--- config.mk ---
export PLATFORM = sky130hd
export DESIGN_NAME = event_script_bytecode_sequencer_core_flat
export DESIGN_NICKNAME = d
export VERILOG_FILES = /design/src/rtl/esbs_pkg.sv /design/src/rtl/esbs_if.sv /design/src/rtl/esbs_ram.sv /design/src/rtl/esbs_flag_store.sv /design/src/rtl/esbs_out_buf.sv /design/src/rtl/event_script_bytecode_sequencer_core.sv /design/src/flat_wrapper.sv
export VERILOG_INCLUDE_DIRS = /design/src /design/src/rtl
export SDC_FILE = /design/constraint.sdc
export NUM_CORES = 2
export LEC_CHECK = 0
export ABC_CLOCK_PERIOD_IN_PS = 9520
export BUFFER_PORTS_ARGS = -buffer_cell sky130_fd_sc_hd__buf_2
export CAP_MARGIN = 0
export CORE_ASPECT_RATIO = 2
export CORE_MARGIN = 2
export CORE_UTILIZATION = 50
export DETAILED_ROUTE_END_ITERATION = 10
export PLACE_DENSITY_LB_ADDON = 0.1
export SLEW_MARGIN = 5
export SYNTH_ARGS = -nofsm -noshare
export SYNTH_HDL_FRONTEND = slang
export SYNTH_HIERARCHICAL = 1
export SYNTH_SLANG_ARGS = --single-unit
export TNS_END_PERCENT = 30
--- constraint.sdc ---
create_clock -name i_clk -period 9.52 [get_ports i_clk]
set_input_delay 1.428 -clock i_clk [delete_from_list [all_inputs] [get_ports i_clk]]
set_output_delay 1.428 -clock i_clk [all_outputs]
set_load 0.005 [all_outputs]
--- src/rtl/event_script_bytecode_sequencer_core_assert.svh ---
// ----------------------------------------------------------------------------
// Event script sequencer assertion macros
// Shared concurrent assertion forms, all disabled while reset is held.
// ----------------------------------------------------------------------------
`ifndef EVENT_SCRIPT_BYTECODE_SEQUENCER_CORE_ASSERT_SVH
`define EVENT_SCRIPT_BYTECODE_SEQUENCER_CORE_ASSERT_SVH

// condition holds at every clock edge out of reset
`define ESBS_ASSERT_ALWAYS(lbl, clk, rst_n, cond) \
    lbl: assert property (@(posedge clk) disable iff (!(rst_n)) (cond)) \
        else $error("esbs: invariant violated");

// antecedent implies consequent in the same cycle
`define ESBS_ASSERT_IMPLY(lbl, clk, rst_n, ante, cons) \
    lbl: assert property (@(posedge clk) disable iff (!(rst_n)) (ante) |-> (cons)) \
        else $error("esbs: implication violated");

`endif

--- src/rtl/esbs_pkg.sv ---
`timescale 1ns / 1ps
// ----------------------------------------------------------------------------
// Event script sequencer package
// Command, opcode, result codes and shared types of the sequencer.
// ----------------------------------------------------------------------------
package esbs_pkg;

    // input commands
    localparam logic [2:0] CMD_START  = 3'd0;
    localparam logic [2:0] CMD_STEP   = 3'd1;
    localparam logic [2:0] CMD_BYTE   = 3'd2;
    localparam logic [2:0] CMD_CHOICE = 3'd3;
    localparam logic [2:0] CMD_WAIT   = 3'd4;

    // opcodes
    localparam logic [7:0] OP_END    = 8'h00;
    localparam logic [7:0] OP_TEXT   = 8'h01;
    localparam logic [7:0] OP_SET    = 8'h02;
    localparam logic [7:0] OP_CLEAR  = 8'h03;
    localparam logic [7:0] OP_JUMP   = 8'h04;
    localparam logic [7:0] OP_IF     = 8'h05;
    localparam logic [7:0] OP_CHOICE = 8'h06;
    localparam logic [7:0] OP_WAIT   = 8'h07;
    localparam logic [7:0] OP_CALL   = 8'h08;

    // result kinds
    localparam logic [1:0] KIND_FETCH  = 2'd0;
    localparam logic [1:0] KIND_TEXT   = 2'd1;
    localparam logic [1:0] KIND_CHOICE = 2'd2;
    localparam logic [1:0] KIND_DONE   = 2'd3;

    // step status
    localparam logic [1:0] STAT_YIELD = 2'd0;
    localparam logic [1:0] STAT_WAIT  = 2'd1;
    localparam logic [1:0] STAT_ENDED = 2'd2;

    // no choice made yet / cancelled
    localparam logic [7:0] CHOICE_NONE = 8'hFF;

    // operand position tracking: idle, opcode awaited, operand 0..4 awaited
    localparam logic [2:0] IDX_IDLE   = 3'd0;
    localparam logic [2:0] IDX_OPCODE = 3'd1;
    localparam logic [2:0] IDX_OPND0  = 3'd2;
    localparam logic [2:0] IDX_MAX    = 3'd6;
    localparam logic [2:0] POS_LAST   = 3'd4;

    // flag store row geometry
    localparam int FLAG_ROW_BITS = 32;
    localparam int FLAG_SEL_W    = 5;

    typedef struct packed {
        logic [1:0]  kind;
        logic [7:0]  bank;
        logic [15:0] address;
        logic [7:0]  choice_count;
        logic [1:0]  status;
        logic [7:0]  last_choice;
    } t_result;

    // flag store request: rd loads the bit for a later test, wr does set/clear
    typedef struct packed {
        logic        rd;
        logic        wr;
        logic        val;
        logic [15:0] id;
    } t_flag_req;

    // operand byte count per opcode, zero for end and unknown codes
    function automatic logic [2:0] operand_count(input logic [7:0] opc);
        logic [2:0] n;
        unique case (opc)
            OP_TEXT, OP_JUMP, OP_CHOICE, OP_CALL: n = 3'd3;
            OP_SET, OP_CLEAR:                     n = 3'd2;
            OP_IF:                                n = 3'd5;
            OP_WAIT:                              n = 3'd1;
            default:                              n = 3'd0;
        endcase
        return n;
    endfunction

endpackage

--- src/rtl/esbs_if.sv ---
`timescale 1ns / 1ps
// ----------------------------------------------------------------------------
// Event script sequencer channels
// Valid/ready channels for command words in and result words out.
// ----------------------------------------------------------------------------
interface esbs_in_if;
    logic        valid;
    logic        ready;
    logic [2:0]  cmd;
    logic [7:0]  start_bank;
    logic [15:0] start_address;
    logic [7:0]  data_byte;

    modport source(output valid, cmd, start_bank, start_address, data_byte, input ready);
    modport sink(input valid, cmd, start_bank, start_address, data_byte, output ready);
endinterface

interface esbs_out_if;
    logic        valid;
    logic        ready;
    logic [1:0]  kind;
    logic [7:0]  bank;
    logic [15:0] address;
    logic [7:0]  choice_count;
    logic [1:0]  status;
    logic [7:0]  last_choice;

    modport source(output valid, kind, bank, address, choice_count, status, last_choice,
                   input ready);
    modport sink(input valid, kind, bank, address, choice_count, status, last_choice,
                 output ready);
endinterface

--- src/rtl/esbs_ram.sv ---
`timescale 1ns / 1ps
// ----------------------------------------------------------------------------
// Generic simple dual-port RAM
// One write port, one read port, read data registered.
// ----------------------------------------------------------------------------
module esbs_ram #(
    parameter int WIDTH = 32,
    parameter int DEPTH = 64,
    parameter int AW    = (DEPTH > 1) ? $clog2(DEPTH) : 1
) (
    input  logic             i_clk,
    input  logic             i_we,
    input  logic [AW-1:0]    i_waddr,
    input  logic [WIDTH-1:0] i_wdata,
    input  logic             i_re,
    input  logic [AW-1:0]    i_raddr,
    output logic [WIDTH-1:0] o_rdata
);

    logic [WIDTH-1:0] r_mem [DEPTH];
    logic [WIDTH-1:0] r_rdata;

    // write port and registered read port
    always_ff @(posedge i_clk) begin
        if (i_we) begin
            r_mem[i_waddr] <= i_wdata;
        end
        if (i_re) begin
            r_rdata <= r_mem[i_raddr];
        end
    end

    assign o_rdata = r_rdata;

endmodule

--- src/rtl/esbs_flag_store.sv ---
`timescale 1ns / 1ps
// ----------------------------------------------------------------------------
// Event script flag store
// Flag bits in 32-bit RAM rows: clearing sweep after reset, read-modify-write
// for set/clear, and a registered bit lookup for conditional jumps.
// ----------------------------------------------------------------------------
`include "event_script_bytecode_sequencer_core_assert.svh"

module esbs_flag_store import esbs_pkg::*; #(
    parameter int FLAG_COUNT = 2048
) (
    input  logic      i_clk,
    input  logic      i_rst_n,
    input  t_flag_req i_req,
    output logic      o_bit,
    output logic      o_busy
);

    localparam int ROWS  = (FLAG_COUNT + FLAG_ROW_BITS - 1) / FLAG_ROW_BITS;
    localparam int ROW_W = (ROWS > 1) ? $clog2(ROWS) : 1;
    localparam logic [16:0] FLAG_LIMIT = 17'(FLAG_COUNT);
    localparam logic [ROW_W-1:0] ROW_LAST = ROW_W'(ROWS - 1);

    logic                     r_clr_busy;
    logic [ROW_W-1:0]         r_clr_row;
    logic                     r_rd_pend;
    logic                     r_wr_pend;
    logic [FLAG_SEL_W-1:0]    r_sel;
    logic [ROW_W-1:0]         r_row;
    logic                     r_val;
    logic                     r_inrange;
    logic                     r_bit;

    logic                     ram_we;
    logic [ROW_W-1:0]         ram_waddr;
    logic [FLAG_ROW_BITS-1:0] ram_wdata;
    logic                     ram_re;
    logic [ROW_W-1:0]         ram_raddr;
    logic [FLAG_ROW_BITS-1:0] ram_rdata;
    logic                     req_inrange;

    assign req_inrange = ({1'b0, i_req.id} < FLAG_LIMIT);

    // read port: row of the requested id
    assign ram_re    = i_req.rd || i_req.wr;
    assign ram_raddr = i_req.id[FLAG_SEL_W +: ROW_W];

    // write port: clearing sweep, else write-back of the modified row
    always_comb begin
        if (r_clr_busy) begin
            ram_we    = 1'b1;
            ram_waddr = r_clr_row;
            ram_wdata = '0;
        end else begin
            ram_we    = r_wr_pend && r_inrange;
            ram_waddr = r_row;
            ram_wdata = (ram_rdata & ~(FLAG_ROW_BITS'(1) << r_sel))
                      | (FLAG_ROW_BITS'(r_val) << r_sel);
        end
    end

    esbs_ram #(
        .WIDTH(FLAG_ROW_BITS),
        .DEPTH(ROWS)
    ) u_ram (
        .i_clk   (i_clk),
        .i_we    (ram_we),
        .i_waddr (ram_waddr),
        .i_wdata (ram_wdata),
        .i_re    (ram_re),
        .i_raddr (ram_raddr),
        .o_rdata (ram_rdata)
    );

    // control: clearing sweep and pending access marks
    always_ff @(posedge i_clk) begin
        if (!i_rst_n) begin
            r_clr_busy <= 1'b1;
            r_clr_row  <= '0;
            r_rd_pend  <= 1'b0;
            r_wr_pend  <= 1'b0;
        end else begin
            if (r_clr_busy) begin
                if (r_clr_row == ROW_LAST) begin
                    r_clr_busy <= 1'b0;
                end
                r_clr_row <= r_clr_row + ROW_W'(1);
            end
            r_rd_pend <= i_req.rd;
            r_wr_pend <= i_req.wr;
        end
    end

    // access details are registered together with the RAM read
    always_ff @(posedge i_clk) begin
        if (ram_re) begin
            r_sel     <= i_req.id[FLAG_SEL_W-1:0];
            r_row     <= ram_raddr;
            r_val     <= i_req.val;
            r_inrange <= req_inrange;
        end
        if (r_rd_pend) begin
            r_bit <= r_inrange && ram_rdata[r_sel];
        end
    end

    assign o_bit  = r_bit;
    assign o_busy = r_clr_busy;

    `ESBS_ASSERT_IMPLY(a_no_req_in_clear, i_clk, i_rst_n, r_clr_busy, !(i_req.rd || i_req.wr))
    `ESBS_ASSERT_IMPLY(a_no_row_overlap, i_clk, i_rst_n, ram_we && ram_re, ram_waddr != ram_raddr)

endmodule

--- src/rtl/esbs_out_buf.sv ---
`timescale 1ns / 1ps
// ----------------------------------------------------------------------------
// Event script result buffer
// Output register plus one skid entry between sequencer and result channel.
// ----------------------------------------------------------------------------
`include "event_script_bytecode_sequencer_core_assert.svh"

module esbs_out_buf import esbs_pkg::*; (
    input  logic             i_clk,
    input  logic             i_rst_n,
    input  logic             i_valid,
    input  t_result          i_data,
    output logic             o_ready,
    esbs_out_if.source       o_out
);

    logic    r_out_valid;
    logic    r_skid_valid;
    t_result r_out_data;
    t_result r_skid_data;
    logic    take;
    logic    out_free;

    assign take     = r_out_valid && o_out.ready;
    assign out_free = !r_out_valid || take;
    assign o_ready  = !r_skid_valid;

    // valid bits
    always_ff @(posedge i_clk) begin
        if (!i_rst_n) begin
            r_out_valid  <= 1'b0;
            r_skid_valid <= 1'b0;
        end else if (out_free) begin
            r_out_valid  <= r_skid_valid || i_valid;
            r_skid_valid <= 1'b0;
        end else if (i_valid) begin
            r_skid_valid <= 1'b1;
        end
    end

    // result words
    always_ff @(posedge i_clk) begin
        if (out_free) begin
            r_out_data <= r_skid_valid ? r_skid_data : i_data;
        end else if (i_valid) begin
            r_skid_data <= i_data;
        end
    end

    assign o_out.valid        = r_out_valid;
    assign o_out.kind         = r_out_data.kind;
    assign o_out.bank         = r_out_data.bank;
    assign o_out.address      = r_out_data.address;
    assign o_out.choice_count = r_out_data.choice_count;
    assign o_out.status       = r_out_data.status;
    assign o_out.last_choice  = r_out_data.last_choice;

    `ESBS_ASSERT_IMPLY(a_skid_behind_out, i_clk, i_rst_n, r_skid_valid, r_out_valid)

endmodule

--- src/rtl/event_script_bytecode_sequencer_core.sv ---
`timescale 1ns / 1ps
// ----------------------------------------------------------------------------
// Event script bytecode sequencer
// Walks a banked bytecode stream one fetched byte per command word.
// ----------------------------------------------------------------------------
// Usage:
//   i_in carries command words (start, frame step, fetched byte, choice
//   answer, set wait). o_out carries at most one result word per command:
//   fetch request, text print request, choice request or step finished.
//   Result words are registered in the result buffer before o_out. Throughput:
//   one command word per cycle while i_in.ready is high; each word does
//   its control update in the accept cycle and any flag read-modify-write
//   in the RAM over the accept cycle and the next.
//   Reset: i_in.ready stays low while the flag RAM is swept to zero, one
//   32-bit row per cycle.
//   Stall: the output register and one skid entry hold results; with both
//   full, i_in.ready drops until o_out.ready takes a word.
//   Flag ids at or above FLAG_COUNT are ignored on set/clear and read as 0.
// ----------------------------------------------------------------------------
`include "event_script_bytecode_sequencer_core_assert.svh"

module event_script_bytecode_sequencer_core import esbs_pkg::*; #(
    parameter int FLAG_COUNT = 2048
) (
    input  logic        i_clk,
    input  logic        i_rst_n,
    esbs_in_if.sink     i_in,
    esbs_out_if.source  o_out
);

    logic        r_running,   n_running;
    logic [7:0]  r_prog_bank, n_prog_bank;
    logic [15:0] r_prog_addr, n_prog_addr;
    logic [7:0]  r_wait_left, n_wait_left;
    logic [7:0]  r_choice_seen, n_choice_seen;
    logic        r_ret_valid, n_ret_valid;
    logic [7:0]  r_ret_bank,  n_ret_bank;
    logic [15:0] r_ret_addr,  n_ret_addr;
    logic [7:0]  r_cur_opcode, n_cur_opcode;
    logic [2:0]  r_op_index,  n_op_index;
    logic [39:0] r_op_bytes,  n_op_bytes;

    logic        fire;
    logic        flag_busy;
    logic        flag_bit;
    logic        buf_ready;
    t_flag_req   flag_req;
    logic        res_valid;
    t_result     res;

    logic        v_exec;
    logic        v_fetch;
    logic        v_fin;
    logic [1:0]  v_status;
    logic [7:0]  v_opc;
    logic [39:0] v_ops;
    logic [2:0]  v_pos;
    logic [7:0]  b;

    assign i_in.ready = buf_ready && !flag_busy;
    assign fire       = i_in.valid && i_in.ready;
    assign b          = i_in.data_byte;

    // command decode, operand collection and opcode execution
    always_comb begin
        n_running     = r_running;
        n_prog_bank   = r_prog_bank;
        n_prog_addr   = r_prog_addr;
        n_wait_left   = r_wait_left;
        n_choice_seen = r_choice_seen;
        n_ret_valid   = r_ret_valid;
        n_ret_bank    = r_ret_bank;
        n_ret_addr    = r_ret_addr;
        n_cur_opcode  = r_cur_opcode;
        n_op_index    = r_op_index;
        n_op_bytes    = r_op_bytes;
        v_exec        = 1'b0;
        v_fetch       = 1'b0;
        v_fin         = 1'b0;
        v_status      = STAT_YIELD;
        v_opc         = r_cur_opcode;
        v_ops         = r_op_bytes;
        v_pos         = r_op_index - IDX_OPND0;
        flag_req      = '0;
        res_valid     = 1'b0;
        res           = '0;
        res.last_choice = r_choice_seen;

        if (v_pos > POS_LAST) begin
            v_pos = POS_LAST;
        end

        if (fire) begin
            unique case (i_in.cmd)
                CMD_START: begin
                    n_running     = 1'b1;
                    n_prog_bank   = i_in.start_bank;
                    n_prog_addr   = i_in.start_address;
                    n_wait_left   = '0;
                    n_choice_seen = CHOICE_NONE;
                    n_ret_valid   = 1'b0;
                    n_op_index    = IDX_IDLE;
                    n_op_bytes    = '0;
                end
                CMD_STEP: begin
                    if (!r_running) begin
                        v_fin    = 1'b1;
                        v_status = STAT_ENDED;
                    end else if (r_op_index != IDX_IDLE) begin
                        v_fetch = 1'b1;
                    end else if (r_wait_left != 8'd0) begin
                        n_wait_left = r_wait_left - 8'd1;
                        v_fin       = 1'b1;
                        v_status    = STAT_WAIT;
                    end else begin
                        n_op_index = IDX_OPCODE;
                        v_fetch    = 1'b1;
                    end
                end
                CMD_BYTE: begin
                    if (r_running && r_op_index != IDX_IDLE) begin
                        n_prog_addr = r_prog_addr + 16'd1;
                        if (r_op_index == IDX_OPCODE) begin
                            n_cur_opcode = b;
                            n_op_bytes   = '0;
                            v_opc        = b;
                            v_ops        = '0;
                            if (operand_count(b) == 3'd0) begin
                                v_exec = 1'b1;
                            end else begin
                                n_op_index = IDX_OPND0;
                                v_fetch    = 1'b1;
                            end
                        end else begin
                            v_ops      = r_op_bytes | (40'(b) << {v_pos, 3'b000});
                            n_op_bytes = v_ops;
                            if (r_cur_opcode == OP_JUMP && v_pos == 3'd0) begin
                                n_prog_bank = b;
                            end
                            // conditional jump: look up the flag once the id is complete
                            if (r_cur_opcode == OP_IF && v_pos == 3'd1) begin
                                flag_req.rd = 1'b1;
                                flag_req.id = v_ops[15:0];
                            end
                            if (v_pos + 3'd1 >= operand_count(r_cur_opcode)) begin
                                v_exec = 1'b1;
                            end else begin
                                n_op_index = r_op_index + 3'd1;
                                v_fetch    = 1'b1;
                            end
                        end
                    end
                end
                CMD_CHOICE: n_choice_seen = b;
                CMD_WAIT:   n_wait_left   = b;
                default: ;
            endcase
        end

        // opcode execution on its last byte
        if (v_exec) begin
            unique case (v_opc)
                OP_END: begin
                    if (r_ret_valid) begin
                        n_prog_bank = r_ret_bank;
                        n_prog_addr = r_ret_addr;
                        n_ret_valid = 1'b0;
                        n_op_index  = IDX_OPCODE;
                        v_fetch     = 1'b1;
                    end else begin
                        n_running = 1'b0;
                        v_fin     = 1'b1;
                        v_status  = STAT_ENDED;
                    end
                end
                OP_TEXT: begin
                    n_op_index  = IDX_IDLE;
                    res_valid   = 1'b1;
                    res.kind    = KIND_TEXT;
                    res.bank    = v_ops[7:0];
                    res.address = v_ops[23:8];
                end
                OP_SET, OP_CLEAR: begin
                    flag_req.wr  = 1'b1;
                    flag_req.val = (v_opc == OP_SET);
                    flag_req.id  = v_ops[15:0];
                    n_op_index   = IDX_OPCODE;
                    v_fetch      = 1'b1;
                end
                OP_JUMP: begin
                    n_prog_addr = v_ops[23:8];
                    n_op_index  = IDX_OPCODE;
                    v_fetch     = 1'b1;
                end
                OP_IF: begin
                    if (flag_bit) begin
                        n_prog_bank = v_ops[23:16];
                        n_prog_addr = v_ops[39:24];
                    end
                    n_op_index = IDX_OPCODE;
                    v_fetch    = 1'b1;
                end
                OP_CHOICE: begin
                    n_op_index       = IDX_IDLE;
                    res_valid        = 1'b1;
                    res.kind         = KIND_CHOICE;
                    res.bank         = n_prog_bank;
                    res.address      = v_ops[23:8];
                    res.choice_count = v_ops[7:0];
                end
                OP_WAIT: begin
                    n_wait_left = v_ops[7:0];
                    v_fin       = 1'b1;
                    v_status    = STAT_WAIT;
                end
                OP_CALL: begin
                    if (!r_ret_valid) begin
                        n_ret_bank = n_prog_bank;
                        n_ret_addr = n_prog_addr;
                    end
                    n_ret_valid = 1'b1;
                    n_prog_bank = v_ops[7:0];
                    n_prog_addr = v_ops[23:8];
                    n_op_index  = IDX_OPCODE;
                    v_fetch     = 1'b1;
                end
                default: begin
                    n_running = 1'b0;
                    v_fin     = 1'b1;
                    v_status  = STAT_ENDED;
                end
            endcase
        end

        // result word assembly
        if (v_fetch) begin
            res_valid   = 1'b1;
            res.kind    = KIND_FETCH;
            res.bank    = n_prog_bank;
            res.address = n_prog_addr;
        end else if (v_fin) begin
            n_op_index  = IDX_IDLE;
            res_valid   = 1'b1;
            res.kind    = KIND_DONE;
            res.status  = v_status;
        end
    end

    // sequencer state
    always_ff @(posedge i_clk) begin
        if (!i_rst_n) begin
            r_running     <= 1'b0;
            r_prog_bank   <= '0;
            r_prog_addr   <= '0;
            r_wait_left   <= '0;
            r_choice_seen <= CHOICE_NONE;
            r_ret_valid   <= 1'b0;
            r_ret_bank    <= '0;
            r_ret_addr    <= '0;
            r_cur_opcode  <= '0;
            r_op_index    <= IDX_IDLE;
            r_op_bytes    <= '0;
        end else begin
            r_running     <= n_running;
            r_prog_bank   <= n_prog_bank;
            r_prog_addr   <= n_prog_addr;
            r_wait_left   <= n_wait_left;
            r_choice_seen <= n_choice_seen;
            r_ret_valid   <= n_ret_valid;
            r_ret_bank    <= n_ret_bank;
            r_ret_addr    <= n_ret_addr;
            r_cur_opcode  <= n_cur_opcode;
            r_op_index    <= n_op_index;
            r_op_bytes    <= n_op_bytes;
        end
    end

    esbs_flag_store #(
        .FLAG_COUNT(FLAG_COUNT)
    ) u_flags (
        .i_clk   (i_clk),
        .i_rst_n (i_rst_n),
        .i_req   (flag_req),
        .o_bit   (flag_bit),
        .o_busy  (flag_busy)
    );

    esbs_out_buf u_out (
        .i_clk   (i_clk),
        .i_rst_n (i_rst_n),
        .i_valid (res_valid),
        .i_data  (res),
        .o_ready (buf_ready),
        .o_out   (o_out)
    );

    `ESBS_ASSERT_IMPLY(a_index_needs_run, i_clk, i_rst_n, r_op_index != IDX_IDLE, r_running)
    `ESBS_ASSERT_ALWAYS(a_index_range, i_clk, i_rst_n, r_op_index <= IDX_MAX)

endmodule

--- src/flat_wrapper.sv ---
// flat-port wrapper written by rule: the top's interface ports become plain ports
module event_script_bytecode_sequencer_core_flat import esbs_pkg::*;
#(
    parameter int FLAG_COUNT = 2048
)
  (i_clk, i_rst_n, i_in_valid, i_in_cmd, i_in_start_bank, i_in_start_address, i_in_data_byte, i_in_ready, o_out_valid, o_out_kind, o_out_bank, o_out_address, o_out_choice_count, o_out_status, o_out_last_choice, o_out_ready);
  esbs_in_if i_in_i ();
  esbs_out_if o_out_i ();
  input  logic i_clk;
  input  logic i_rst_n;
  input wire logic [$bits(i_in_i.valid)-1:0] i_in_valid;
  input wire logic [$bits(i_in_i.cmd)-1:0] i_in_cmd;
  input wire logic [$bits(i_in_i.start_bank)-1:0] i_in_start_bank;
  input wire logic [$bits(i_in_i.start_address)-1:0] i_in_start_address;
  input wire logic [$bits(i_in_i.data_byte)-1:0] i_in_data_byte;
  output wire logic [$bits(i_in_i.ready)-1:0] i_in_ready;
  output wire logic [$bits(o_out_i.valid)-1:0] o_out_valid;
  output wire logic [$bits(o_out_i.kind)-1:0] o_out_kind;
  output wire logic [$bits(o_out_i.bank)-1:0] o_out_bank;
  output wire logic [$bits(o_out_i.address)-1:0] o_out_address;
  output wire logic [$bits(o_out_i.choice_count)-1:0] o_out_choice_count;
  output wire logic [$bits(o_out_i.status)-1:0] o_out_status;
  output wire logic [$bits(o_out_i.last_choice)-1:0] o_out_last_choice;
  input wire logic [$bits(o_out_i.ready)-1:0] o_out_ready;
  assign i_in_i.valid = i_in_valid;
  assign i_in_i.cmd = i_in_cmd;
  assign i_in_i.start_bank = i_in_start_bank;
  assign i_in_i.start_address = i_in_start_address;
  assign i_in_i.data_byte = i_in_data_byte;
  assign i_in_ready = i_in_i.ready;
  assign o_out_valid = o_out_i.valid;
  assign o_out_kind = o_out_i.kind;
  assign o_out_bank = o_out_i.bank;
  assign o_out_address = o_out_i.address;
  assign o_out_choice_count = o_out_i.choice_count;
  assign o_out_status = o_out_i.status;
  assign o_out_last_choice = o_out_i.last_choice;
  assign o_out_i.ready = o_out_ready;
  event_script_bytecode_sequencer_core #(.FLAG_COUNT(FLAG_COUNT)) u_core (.i_clk(i_clk), .i_rst_n(i_rst_n), .i_in(i_in_i), .o_out(o_out_i));
endmodule
==> impl_metrics.toml <==
[layout]
multi_input_area_um2 = 23600
mostFrequentLayoutCell = "edfxtp_1"
final_area_um2 = 104000
drive_gt1_frac = 0.249
flow.area_growth_from_synthesis_pct = 12.7
fillers = 14000
final_cells = 7930
nets = 5297
final_cell_mix = "edfxtp_1 (2182), mux4_2 (449), buf_4 (280)"
regArea_um2 = 68200

[route]
wl_per_cell_um = 38.0
vias = 51100
first_pass_iters = 6
drt_iter0_drc = 5397
drtAntennaViolNets = 0
wl_mm = 301
via_per_inst = 6.44
drc = 0

[power_and_ir_drop]
internal-power_w = 0.0155
vdd_ir_drop_max_mv = 0.136
powerDensity_nw_per_um2 = 185
clockPowerShare = 0.419
finalPower_w = 0.0194
p_leak_nw = 31.9
p_sw_w = 0.00388
p_sw_frac = 0.200
combPwrFrac = 0.013
sequentialPowerShare = 0.569

[logic_synthesis]
synth.distinct_cells = 96
ys_warn_count = 6
ys_ff_latch = 2313
syn_avg_cell_area_um2 = 18.7
netlist_instances = 4965
async_flop_share = 0
synthSimpleGateAreaFrac = 0.0412
muxShareOfSynthArea = 0.143
yosysTopAreaCell = "edfxtp_1"
ys_seq_area_frac = 0.735
synth_compound_area_frac = 0.0582
ys.flop_type = "edfxtp_1"
synth.area.top_cells = "edfxtp_1 (71%), mux4_2 (11%), dfxtp_1 (2.8%)"
synthesis.nets = 5016
synth_top_family_by_area = "multiplexers"
synthDominantCellAreaShare = 0.707
synth_adder_area_share = 0.00162
synth_xor_xnor_area_share = 0.000850
syn-cell-area_um2 = 92700
synth-edff-count = 2182

[sta]
fin_crit_sh = 0.877
rsz0062_at_grt = "no"
slew-limit-headroom = 0.0250
skew_ps = 65.7
fmax_mhz = 120
max_slew.worst_pin.slew_ps = 1450
hold_violations = 0
fin_setup_tns_ps = 0
min_period_ps = 8350
drv_slew = 0
setup_viol = 0

[clock_network]
cts_resized = 0
root_buffer = "clkbuf_16"
insertion_delay_ps = 850
cts_tree = "built"
htree_levels = 4
cts_hold_buffers = 0
cts_sinks = 2313
cts.clk_slew.worst_paths_ps = 70
cts_max_path_buffers = 4
post_cts_buffers = 0
numCtsBuffers = 201

[floorplanning]
die-area_um2 = 189000
start_util = 0.503
die_w_um = 308
core_area_um2 = 184000
die_h_um = 613
rows = 223
io_pins = 85

[critical_path]
crit_required_ps = 10110
cp-start-kind = "flop"
path_class = "flop to flop"
arrival_ps = 8930
crit_top_cell = "buf_4"
worst_setup_path_end_kind = "flop"
crit_slowest_cell = "o22ai_4"
slowest_delay_ps = 1160
crit_path_cell_trace = "clkinv_1 > ha_1 > o21ai_2 > buf_4 > inv_1 > ha_1 > nor2b_1 > o21ai_1 > o211a_2 > nand2_1 > o22ai_4 > buf_4 > buf_12 > buf_4 > mux4_2 > nor2b_1 > a211oi_1 > o21ai_0 > and3_1"
worstPathMaxFanout = 29

[placed_design]
portBuffers = 84
postPlaceCellArea_um2 = 98000
gp_congestion = 1.03
dp_hpwl_mm = 193
placed_cells = 7518

[global_routing]
grt_pass1_vias = 51800
grt_pass1_wl_mm = 412
grt_max_degree = 67
gr-total-overflow = 0
antenna_found_initial = 27
grt_usage = 0.320

[outcome]
status = "completed"

[job]
cap_violations = 0

[min_path]
hold_class = "flop to flop"
-- layout make-up --
class,instances,area share
diodes,55,0.00132
well taps,2475,0.0296
multi-input cells,2316,0.226
clock inverters,124,0.0107
repair buffers,392,0.0293
clock buffers,233,0.0498
inverters,22,0.000802
flip-flops and latches,2313,0.652
-- path summary, 6_finish.rpt --
check,start,end,slack [ps],cells past startpoint
max reg2reg,u_core/r_op_index[0],u_core/u_flags/u_ram/o_rdata[28],1170,19
min reg2reg,u_core/u_flags/r_rd_pend,u_core/u_flags/o_bit,430,0
max,u_core/r_op_index[0],u_core/u_flags/u_ram/o_rdata[28],1170,19
min,u_core/u_flags/r_rd_pend,u_core/u_flags/o_bit,430,0
-- registers in the layout, summed over array words and instances, names as in the netlist, 8 cells and up, named ones only --
register                         flops
u_core/u_flags/u_ram/r_mem        2048
u_core/r_choice_seen                 8
u_core/u_out/o_out.bank              8
u_core/u_flags/u_ram/o_rdata        32
u_core/r_wait_left                   8
u_core/r_prog_bank                   8
u_core/u_out/o_out.last_choice       8
u_core/r_ret_addr                   16
u_core/r_op_bytes                   40
u_core/u_out/r_skid_data            44
u_core/r_ret_bank                    8
u_core/u_out/o_out.choice_count      8
u_core/r_prog_addr                  16
u_core/u_out/o_out.address          16
u_core/r_cur_opcode                  8
-- critical path: cells and delay by family (launching register included) --
| family | cells | cell delay, ps |
|---|---|---|
| mux | 1 | 350 |
| simple gates | 4 | 1000 |
| fa+ha+maj | 2 | 670 |
| compound gates | 6 | 3660 |
| buf+inv | 6 | 1720 |
| flops | 1 | 660 |
-- power by group through the flow --
stage               registers (W)  clock network [W]  logic, W
detailed placement         0.0112                  0  0.000241
global route               0.0110            0.00856  0.000249
global placement           0.0112                  0  0.000240
floorplan                  0.0112                  0  0.000107
CTS                        0.0110            0.00824  0.000241
finish                     0.0110            0.00811  0.000244
-- layer usage --
layer | track usage | up-vias | part of all wire
met3 | 0.0427 | 770 | 0.055
met4 | 0.265 | 6 | 0.099
li1 | - | 21000 | -
met1 | 0.340 | 27100 | 0.32
met2 | 0.565 | 2271 | 0.52
met5 | 0 | - | 0.00015
-- cells by family after synthesis --
kind of cell             after synthesis
AO/OA/AOI/OAI                        785
AND/OR/NAND/NOR                      783
buffers and inverters                336
XOR/XNOR                               9
flip-flops                          2313
adder cells (fa/ha/maj)               12
multiplexers                         727
-- synthesized netlist by cell type (13+ instances only) --
cell type,instances
nor3_1,42
o211ai_1,14
a32oi_1,13
nand2_1,168
a21oi_1,144
buf_1,13
nand2b_1,22
edfxtp_1,2182
a22o_1,27
nor2_1,275
a221oi_1,25
buf_4,31
nor2b_1,31
clkbuf_1,153
o221ai_1,17
a22oi_1,173
nor3b_1,13
nor4_1,17
buf_6,34
dfxtp_1,131
nand3_1,80
buf_2,70
and3_1,24
mux2_4,38
and2_1,28
a31oi_1,43
mux2_2,19
o22a_1,14
inv_1,20
mux4_2,449
o21ai_0,97
mux2i_1,213
a211oi_1,38
o22ai_1,79
-- through the flow --
step / worst slack [ps] / hold slack (ps) / utilization
after global routing: 959 / 425 / 0.566
final: 1170 / 432 / 0.567
after detailed placement: 1140 / 420 / 0.532
after global placement: 1080 / 415 / 0.531
after floorplan: 3050 / 413 / -
after CTS: 1180 / 426 / 0.566
No activity file was read; power rests on OpenSTA's default activity.
